## src/assert_macros.svh

```systemverilog
// Assertion helpers shared by the RTL
`ifndef ASSERT_MACROS_SVH
`define ASSERT_MACROS_SVH

// Check that a condition implies a second one in the same cycle
`define ASSERT_IMPLIES(lbl, clk, rst_n, a, b) \
	lbl: assert property (@(posedge clk) disable iff (!rst_n) (a) |-> (b)) \
		else $error("implication failed");

// Check that a condition implies a second one in the next cycle
`define ASSERT_NEXT(lbl, clk, rst_n, a, b) \
	lbl: assert property (@(posedge clk) disable iff (!rst_n) (a) |=> (b)) \
		else $error("next-cycle implication failed");

`endif

```

## src/q2a_pkg.sv

```systemverilog
`timescale 1ns / 1ps
package q2a_pkg;
	// Datapath widths: vectors in Q2.30 plus growth, angle in 1/65536 centidegree
	localparam int XW = 38;
	localparam int ZW = 33;
	localparam int CFGW = 15;
	localparam int ANGW = 16;
	localparam int QW = 16;
	localparam int PW = 32;
	localparam int ATAN_LEN = 24;
	localparam int DEF_STAGES = 16;
	localparam logic [CFGW-1:0] SMALL_RESET = 15'd2621;
	localparam logic [CFGW-1:0] DOMINANT_RESET = 15'd19661;
	localparam logic signed [ZW-1:0] HALF_TURN = 33'sd1179648000;
	localparam logic signed [ZW-1:0] ROUND_HALF = 33'sd32768;
	localparam logic signed [ANGW:0] ANG_MAX = 17'sd18000;
	localparam logic signed [ANGW:0] ANG_MIN_EXCL = -17'sd18000;

	// Register indexes
	localparam logic REG_SMALL = 1'b0;
	localparam logic REG_DOMINANT = 1'b1;

	// One CORDIC lane: vector, angle and a force-to-zero mark
	typedef struct packed {
		logic signed [XW-1:0] x;
		logic signed [XW-1:0] y;
		logic signed [ZW-1:0] z;
		logic zero;
	} lane_t;

	// atan(2^-i) in 1/65536 centidegree
	function automatic logic signed [ZW-1:0] atan_step(input int i);
		logic signed [ZW-1:0] r;
		case (i)
			0: r = 33'sd294912000;
			1: r = 33'sd174096719;
			2: r = 33'sd91987925;
			3: r = 33'sd46694507;
			4: r = 33'sd23437865;
			5: r = 33'sd11730358;
			6: r = 33'sd5866610;
			7: r = 33'sd2933484;
			8: r = 33'sd1466764;
			9: r = 33'sd733385;
			10: r = 33'sd366693;
			11: r = 33'sd183346;
			12: r = 33'sd91673;
			13: r = 33'sd45837;
			14: r = 33'sd22918;
			15: r = 33'sd11459;
			16: r = 33'sd5730;
			17: r = 33'sd2865;
			18: r = 33'sd1432;
			19: r = 33'sd716;
			20: r = 33'sd358;
			21: r = 33'sd179;
			22: r = 33'sd90;
			23: r = 33'sd45;
			default: r = '0;
		endcase
		return r;
	endfunction

	// Fold a left-half vector into the right half and seed the angle
	function automatic lane_t lane_prep(input logic signed [XW-1:0] y,
			input logic signed [XW-1:0] x, input logic force_zero);
		lane_t l;
		l.zero = force_zero || (x == '0 && y == '0);
		if (x < 0) begin
			l.x = -x;
			l.y = -y;
			l.z = (y >= 0) ? HALF_TURN : -HALF_TURN;
		end else begin
			l.x = x;
			l.y = y;
			l.z = '0;
		end
		return l;
	endfunction

	function automatic logic signed [XW-1:0] mag(input logic signed [XW-1:0] v);
		return (v < 0) ? -v : v;
	endfunction
endpackage

```

## src/q2a_cell.sv

```systemverilog
`timescale 1ns / 1ps
module q2a_cell #(
	parameter int STAGE = 0
) (
	input logic clk,
	input logic en,
	input q2a_pkg::lane_t lane_in,
	output q2a_pkg::lane_t lane_out
);
	import q2a_pkg::*;

	localparam logic signed [ZW-1:0] STEP = atan_step(STAGE);

	lane_t nxt;
	logic signed [XW-1:0] xs;
	logic signed [XW-1:0] ys;

	// Rotate toward the x axis by one micro-angle
	always_comb begin
		xs = lane_in.x >>> STAGE;
		ys = lane_in.y >>> STAGE;
		nxt.zero = lane_in.zero;
		if (lane_in.y > 0) begin
			nxt.x = lane_in.x + ys;
			nxt.y = lane_in.y - xs;
			nxt.z = lane_in.z + STEP;
		end else begin
			nxt.x = lane_in.x - ys;
			nxt.y = lane_in.y + xs;
			nxt.z = lane_in.z - STEP;
		end
	end

	// Hand the lane to the next cell
	always_ff @(posedge clk) begin
		if (en) begin
			lane_out <= nxt;
		end
	end
endmodule

```

## config.mk

```make
export PLATFORM = sky130hd
export DESIGN_NAME = q2a_cell
export DESIGN_NICKNAME = d
export VERILOG_FILES = /design/src/assert_macros.svh /design/src/q2a_pkg.sv /design/src/q2a_cell.sv
export SDC_FILE = /design/constraint.sdc
export NUM_CORES = 1
export LEC_CHECK = 0
export ABC_AREA = 1
export BUFFER_PORTS_ARGS = -buffer_cell sky130_fd_sc_hd__buf_2
export CELL_PAD_IN_SITES_DETAIL_PLACEMENT = 1
export CELL_PAD_IN_SITES_GLOBAL_PLACEMENT = 1
export CORE_UTILIZATION = 44
export CTS_BUF_LIST = sky130_fd_sc_hd__clkbuf_4 sky130_fd_sc_hd__clkbuf_8 sky130_fd_sc_hd__clkbuf_16
export DETAILED_ROUTE_END_ITERATION = 6
export GPL_TIMING_DRIVEN = 0
export PLACE_DENSITY = 0.84
export REMOVE_ABC_BUFFERS = 1
export SYNTH_ARGS = -nofsm -noshare
export SYNTH_HDL_FRONTEND = slang
export SYNTH_SLANG_ARGS = --single-unit
```

## constraint.sdc

```tcl
create_clock -name clk -period 8.15 [get_ports clk]
set_input_delay 0.815 -clock clk [delete_from_list [all_inputs] [get_ports clk]]
set_output_delay 0.815 -clock clk [all_outputs]
set_load 0.05 [all_outputs]
```

* Word level (Yosys, flattened, before mapping)
Index checks and enable logic that the tools add are counted.
** Storage, ports and cells
- Flip-flop bits (word level) :: 110
- Input bits :: 112
- Output and inout port bits :: 110
- Logic and storage cells :: 11
** Cells by class
- Add/subtract/negate cells :: 5
- Magnitude comparators :: 1
- Muxes and demuxes :: 1
** Operator list (count)
- 2-to-1 mux 109 bit :: 1
- subtractor 38 bit :: 2
- adder 38 bit :: 1
- > comparator 38 x 1 -> 1 bit, second input constant :: 1
- adder 33 x 30 -> 33 bit, second input constant :: 1
- subtractor 33 x 30 -> 33 bit, second input constant :: 1

* Longest topological paths before layout
Gate-level depths: netlist of the first run.
- Depth after elaboration :: 2
- Mapped depth :: 18

* Worst setup path before layout of the first run
No wires, ideal clock.
- Path kind :: input to register
- Start :: input lane_in[62] (netlist bit)
- End :: register lane_out[30] (netlist bit) (data pin)
- Setup time :: 0.260 ns
- Data arrival time :: 2.978 ns
- Slack :: 4.912 ns
- Cell stages on the path :: 17
- Path buffers :: 1
- Path through :: inv_1 > nand3_1 > nor3_1 > nand3_1 > nor2_1 > nand2_1 > nand2_2 > inv_2 > buf_2 > ha_1 > a21oi_1 > nand2_1 > a21boi_0 > o21bai_1 > nand3_1 > nand2_1 > xor2_1
** RTL lines
- start, declared :: RTL line q2a_cell.sv:7 : input q2a_pkg::lane_t lane_in,
- end signal, assigned :: RTL line q2a_cell.sv:37 : lane_out <= nxt;
- end, declared :: RTL line q2a_cell.sv:8 : output q2a_pkg::lane_t lane_out

==> impl_results.md, run 1 <==
- Ys Warns: 0
- Net Sw Frac: 48.4%
- Worst hold slack: 0.607 ns
- Initial core utilization: 44.9%
- Routability cong.: 0.941
- Nets: 2331
- Hold Path Stages: 1
- Post-layout min period: 4.45 ns
- RSZ-0062 raised after global routing: no
- Gates resized, CTS repair: 0
- WP data required: 8.28 ns
- Sw power: 1.15 mW
- Min-delay worst type: in -> reg
- CTS tree: done
- Tcrit/Tclk final: 54.6%
- First-pass GRT wire length: 75.7 mm
- Die extent in x: 171 um
- # setup viols final: 0
- Syn Area/Cell: 6.56 sq um
- Clk root buf: clkbuf_16
- Post-synth EDFFs: 109
- Initial antenna violation count: 0
- Core Area: 27900 sq um
- Most frequent cell after synthesis: nand2_1
- Reg with most FFs: lane_out
- CP cell instances: buf_2, nor4_1, nand3_1, nor2_1, nand2_1, nand2_4, clkinv_2, buf_16, ha_1, a21oi_1, nand2_1, a21boi_0, o21bai_1, nand3_1, nand2_1, xor2_1
- Hold path startpoint: lane_in[3]
- Post-route cell area: 14100 sq um
- DR vias: 13600
- Largest net degree at the start of global routing: 77
- Post-route ant nets: 0
- Seq cells post-synth: 109
- Power Dens Cells: 168 nW/um^2
- Biggest regs: lane_out (109)
- Layout cell share with drive strength beyond 1: 13.8%
- Drt via density: 5.50
- 1st-pass router iterations: 5
- Max reg flops: 109
- Leak pwr: 7.25 nW
- Die Y: 171 um
- Initial DRC Count: 830
- Fin. Hold Viols: 0
- Internal: 1.22 mW
- Max IR drop VDD: 0.125 mV
- Area added between synthesis and finish: 13.1%
- Sequential-to-total area share from yosys stat: 26.2%
- Dominant synthesized flop cell: edfxtp_1
- Row cnt: 61
- DRC viols: 0
- Num ports: 222
- Routed len/inst: 20.2 um
- Least-Margin Pin Slew: 0.671 ns
- Crit path max-delay cell type: nor4_1
- Ys async rst share: 0%
- Status: finished, final reports clean
- Longest Clk Path Bufs: 2
- H-tree depth: 3
- Setup CP Type: in -> reg
- TritonCTS Sinks: 109
- Max-slew headroom: 54.8%
- Gr usage total: 34.6%
- Synth Instances: 1905
- Cell repeated most along the worst path: nand2_1
- Postcts setup bufs: 0
- Clk network pwr share: 20.5%
- Post-DP Area: 13800 sq um
- WL final: 50.0 mm
- Startpoint types: primary input
- Mapped Area: 12500 sq um
- Top cell type's share of synthesized area: 26.2%
- Peak fanout along the critical path: 61
- Non-Filler Instances: 2474
- WHS Endpoint: lane_out[3]
- CP peak stage delay: 0.61 ns
- Crit end category: flip-flop
- Sequential share of power: 31.0%
- Largest cells by area after synthesis: edfxtp_1 26%, nand2_1 17%, ha_1 12%
- Unique cell type count in the Yosys netlist: 46
- Total gr overflow: 0
- Fmax: 225 MHz
- Post-Place Worst Slack: 3.07 ns
- Post-CTS Hold Buffers: 0
- Num CTS Buffers: 9
- Setup TNS: 0 ns
- Final max-slew violation count: 0
- CP Data Arrival Time: 4.58 ns
- Setup ws final: 3.70 ns
- Combinational Power Share: 48.5%
- Die ar.: 29100 sq um
- PortBufs: 221
- ANT cells: 0
- Leading post-synthesis cells by instance count: 562 x nand2_1, 286 x inv_1, 169 x nand3_1
- Vias in the first global route: 13800
- HPWL Detailed: 42.1 mm
- DP Cell Count: 2457
- Largest area contributor in the netlist: edfxtp_1
- Max-cap violations: 0
- Clk slew on worst S/H paths: 0.08 ns
[cell families after synthesis]
family	after synthesis	synth area share, %
simple gates	966	32.5
buf+inv	343	11.5
compound gates	308	13.2
fa+ha+maj	128	13.1
flops	109	26.2
xor+xnor	51	3.57
[through the flow]
stage                     util [%]  total power, mW
after global placement        49.4             1.83
after CTS                     50.7             2.36
after floorplan                  -             1.52
after global routing          50.8             2.48
final                         50.8             2.37
after detailed placement      49.6             1.88
[power groups by stage]
stage / clock [mW] / combinational (mW) / sequential, mW
after global placement: 0 / 1.09 / 0.746
final: 0.486 / 1.15 / 0.736
after global routing: 0.498 / 1.24 / 0.744
after CTS: 0.485 / 1.14 / 0.737
after floorplan: 0 / 0.503 / 1.02
after detailed placement: 0 / 1.13 / 0.749
[per-layer routing]
layer / vias to the layer above / routed length [um] / track usage [%]
li1: 6503 / - / -
met1: 6614 / 22600 / 45.5
met2: 411 / 23800 / 59.9
met3: 72 / 2410 / 2.64
met4: 0 / 1270 / 11.0
met5: - / 0 / 0
[worst max-delay path: cells and delay by family]
kind	cells	cell delay, ns
xor+xnor	1	0.15
buf+inv	3	0.76
simple gates	8	1.67
compound gates	3	0.79
fa+ha+maj	1	0.37
[worst max path at each step]
stage	from	end	cells past startpoint	slack (ns)
2_1_floorplan	lane_in[62]	lane_out[30]	16	3.72
3_3_place_gp	lane_in[68]	lane_out[30]	15	1.58
3_5_place_dp	lane_in[68]	lane_out[30]	15	3.07
4_1_cts	lane_in[68]	lane_out[30]	15	3.46
5_1_grt	lane_in[68]	lane_out[30]	16	3.39
6_report	lane_in[68]	lane_out[30]	16	3.70
[layout by cell type, fill, tap and decap left out, types with 5 or more instances in the layout]
cell,n
a21o_1,6
a21oi_1,147
a31oi_1,5
buf_2,220
clkbuf_16,9
edfxtp_1,109
ha_1,124
inv_1,286
inv_2,6
nand2_1,562
nand2_2,8
nand3_1,169
nand3b_1,5
nand4_1,10
nor2_1,157
nor2_2,16
nor3_1,17
o21ai_0,109
o21ai_1,11
o21bai_1,16
xnor2_1,5
xor2_1,46
[final cells by class]
cell class	instances	area, sq um
repair buffers	224	1190
clock buffers	9	225
fillers	3858	13700
flip-flops and latches	109	3270
inverters	294	1100
multi-input cells	1453	7800
well taps	378	473
clock inverters	7	73.8
(Power assumes the default switching activity.)
==> run 2: changes to the inputs <==
- CORE_UTILIZATION: 44 -> 41
- PLACE_DENSITY: 0.84 -> 0.79
- clock period: 8.15 -> 4.3 ns (I/O delays scaled with it)
==> impl_results.md, run 2 (synthesized netlist as in run 1, its figures left out) <==
- Post-DP Area: 13800 sq um
- Vias in the first global route: 13600
- ANT cells: 0
- Setup CP Type: in -> reg
- Nets: 2330
- Status: finished, final reports clean
- Tcrit/Tclk final: 93.1%
- DRC viols: 0
- CP Data Arrival Time: 4.13 ns
- Most frequent cells in the layout: 562 x nand2_1, 286 x inv_1, 220 x buf_2, 169 x nand3_1, 157 x nor2_1
- Critical path destination: lane_out[30]
- Leak pwr: 7.23 nW
- Non-Filler Instances: 2485
- Least-Margin Pin Slew: 0.906 ns
- Reg with most FFs: lane_out
- Final max-slew violation count: 0
- Crit end category: flip-flop
- Startpoint types: primary input
- Routed len/inst: 20.1 um
- Pwr Total: 4.47 mW
- Layout cell share with drive strength beyond 1: 13.7%
- PortBufs: 221
- Sw power: 2.16 mW
- DR vias: 13400
- # setup viols final: 0
- Clk root buf: clkbuf_16
- Post-route ant nets: 0
- Max-slew headroom: 39.6%
- H-tree depth: 3
- Num ports: 222
- Area added between synthesis and finish: 13.0%
- Longest Clk Path Bufs: 2
- Initial DRC Count: 659
- Hold Path Stages: 1
- Total gr overflow: 0
- Drt via density: 5.39
- Power Dens Cells: 317 nW/um^2
- RSZ-0062 raised after global routing: no
- Fin. Hold Viols: 0
- Post-layout min period: 4.00 ns
- Fin util: 47.4%
- Die Y: 177 um
- Net Sw Frac: 48.3%
- Core Area: 29800 sq um
- Setup TNS: 0 ns
- Gr usage total: 32.1%
- Routability cong.: 0.980
- Post-CTS Hold Buffers: 0
- Initial core utilization: 42.0%
- Row cnt: 63
- Commonest non-fill, non-tap cell in the layout: nand2_1
- Max-cap violations: 0
- CTS tree: done
- Num CTS Buffers: 9
- WP data required: 4.43 ns
- TritonCTS Sinks: 109
- Initial antenna violation count: 0
- Post-route cell area: 14100 sq um
- Combinational Power Share: 48.4%
- Clk slew on worst S/H paths: 0.08 ns
- 1st-pass router iterations: 5
- Critical Path Start: lane_in[68]
- Clk network pwr share: 20.5%
- Sequential share of power: 31.1%
- Die extent in x: 177 um
- Max reg flops: 109
- Max IR drop VDD: 0.222 mV
- First-pass GRT wire length: 75.4 mm
- Die ar.: 31200 sq um
- Largest net degree at the start of global routing: 77
- Peak fanout along the critical path: 76
- WL final: 50.0 mm
- Internal: 2.31 mW
- Fmax: 250 MHz
- HPWL Detailed: 42.4 mm
- Min-delay worst type: in -> reg
- Postcts setup bufs: 0
- DP Cell Count: 2469
- Biggest regs: lane_out (109)
- Gates resized, CTS repair: 0
## run 2: how the worst min path moves through the flow
stage           startpoint  slack (ns)      endpoint
2_1_floorplan   lane_in[0]        0.53   lane_out[0]
3_3_place_gp   lane_in[17]        0.61  lane_out[17]
3_5_place_dp    lane_in[9]        0.61   lane_out[9]
4_1_cts         lane_in[9]        0.21   lane_out[9]
5_1_grt        lane_in[14]        0.22  lane_out[14]
6_report       lane_in[14]        0.22  lane_out[14]
## run 2: area by class of cell
type	instances	area, sq um
Sequential cell	109	3270
Inverter	294	1110
Tap cell	390	488
Timing Repair Buffer	223	1160
Clock inverter	7	67.6
Fill cell	4033	15700
Multi-Input combinational cell	1453	7800
Clock buffer	9	225
## run 2: layer usage
| metal | routed length [um] | vias to the layer above | track usage (%) |
|---|---|---|---|
| li1 | - | 6508 | - |
| met1 | 23100 | 6446 | 42.9 |
| met2 | 23000 | 375 | 53.5 |
| met3 | 2320 | 71 | 2.92 |
| met4 | 1590 | 0 | 11.7 |
| met5 | 0 | - | 0 |
## run 2: metrics by stage
| stage | hold slack, ns | setup WS [ns] |
|---|---|---|
| 2_1_floorplan | 0.529 | 0.254 |
| 3_3_place_gp | 0.606 | -2.06 |
| 3_5_place_dp | 0.609 | -0.0467 |
| 4_1_cts | 0.208 | 0.350 |
| 5_1_grt | 0.217 | 0.0734 |
| 6_report | 0.220 | 0.296 |
## run 2: worst max-delay path, cell delays in order
cell and delay, ns:
buf_2 0.12, nor4_1 0.64, nand3_1 0.15, nor2_1 0.11, nand2_1 0.18, nand2_4 0.31
inv_4 0.36, ha_1 0.49, a21oi_1 0.16, nand2_1 0.10, a21boi_0 0.46, o21bai_1 0.21
nand3_1 0.12, nand2_1 0.07, xor2_1 0.15
## run 2: power groups by stage
| stage | registers, mW | logic [mW] | clock network [mW] |
|---|---|---|---|
| after floorplan | 1.93 | 0.953 | 0 |
| after global placement | 1.41 | 2.08 | 0 |
| after detailed placement | 1.42 | 2.13 | 0 |
| after CTS | 1.40 | 2.15 | 0.923 |
| after global routing | 1.41 | 2.33 | 0.942 |
| final | 1.39 | 2.16 | 0.915 |
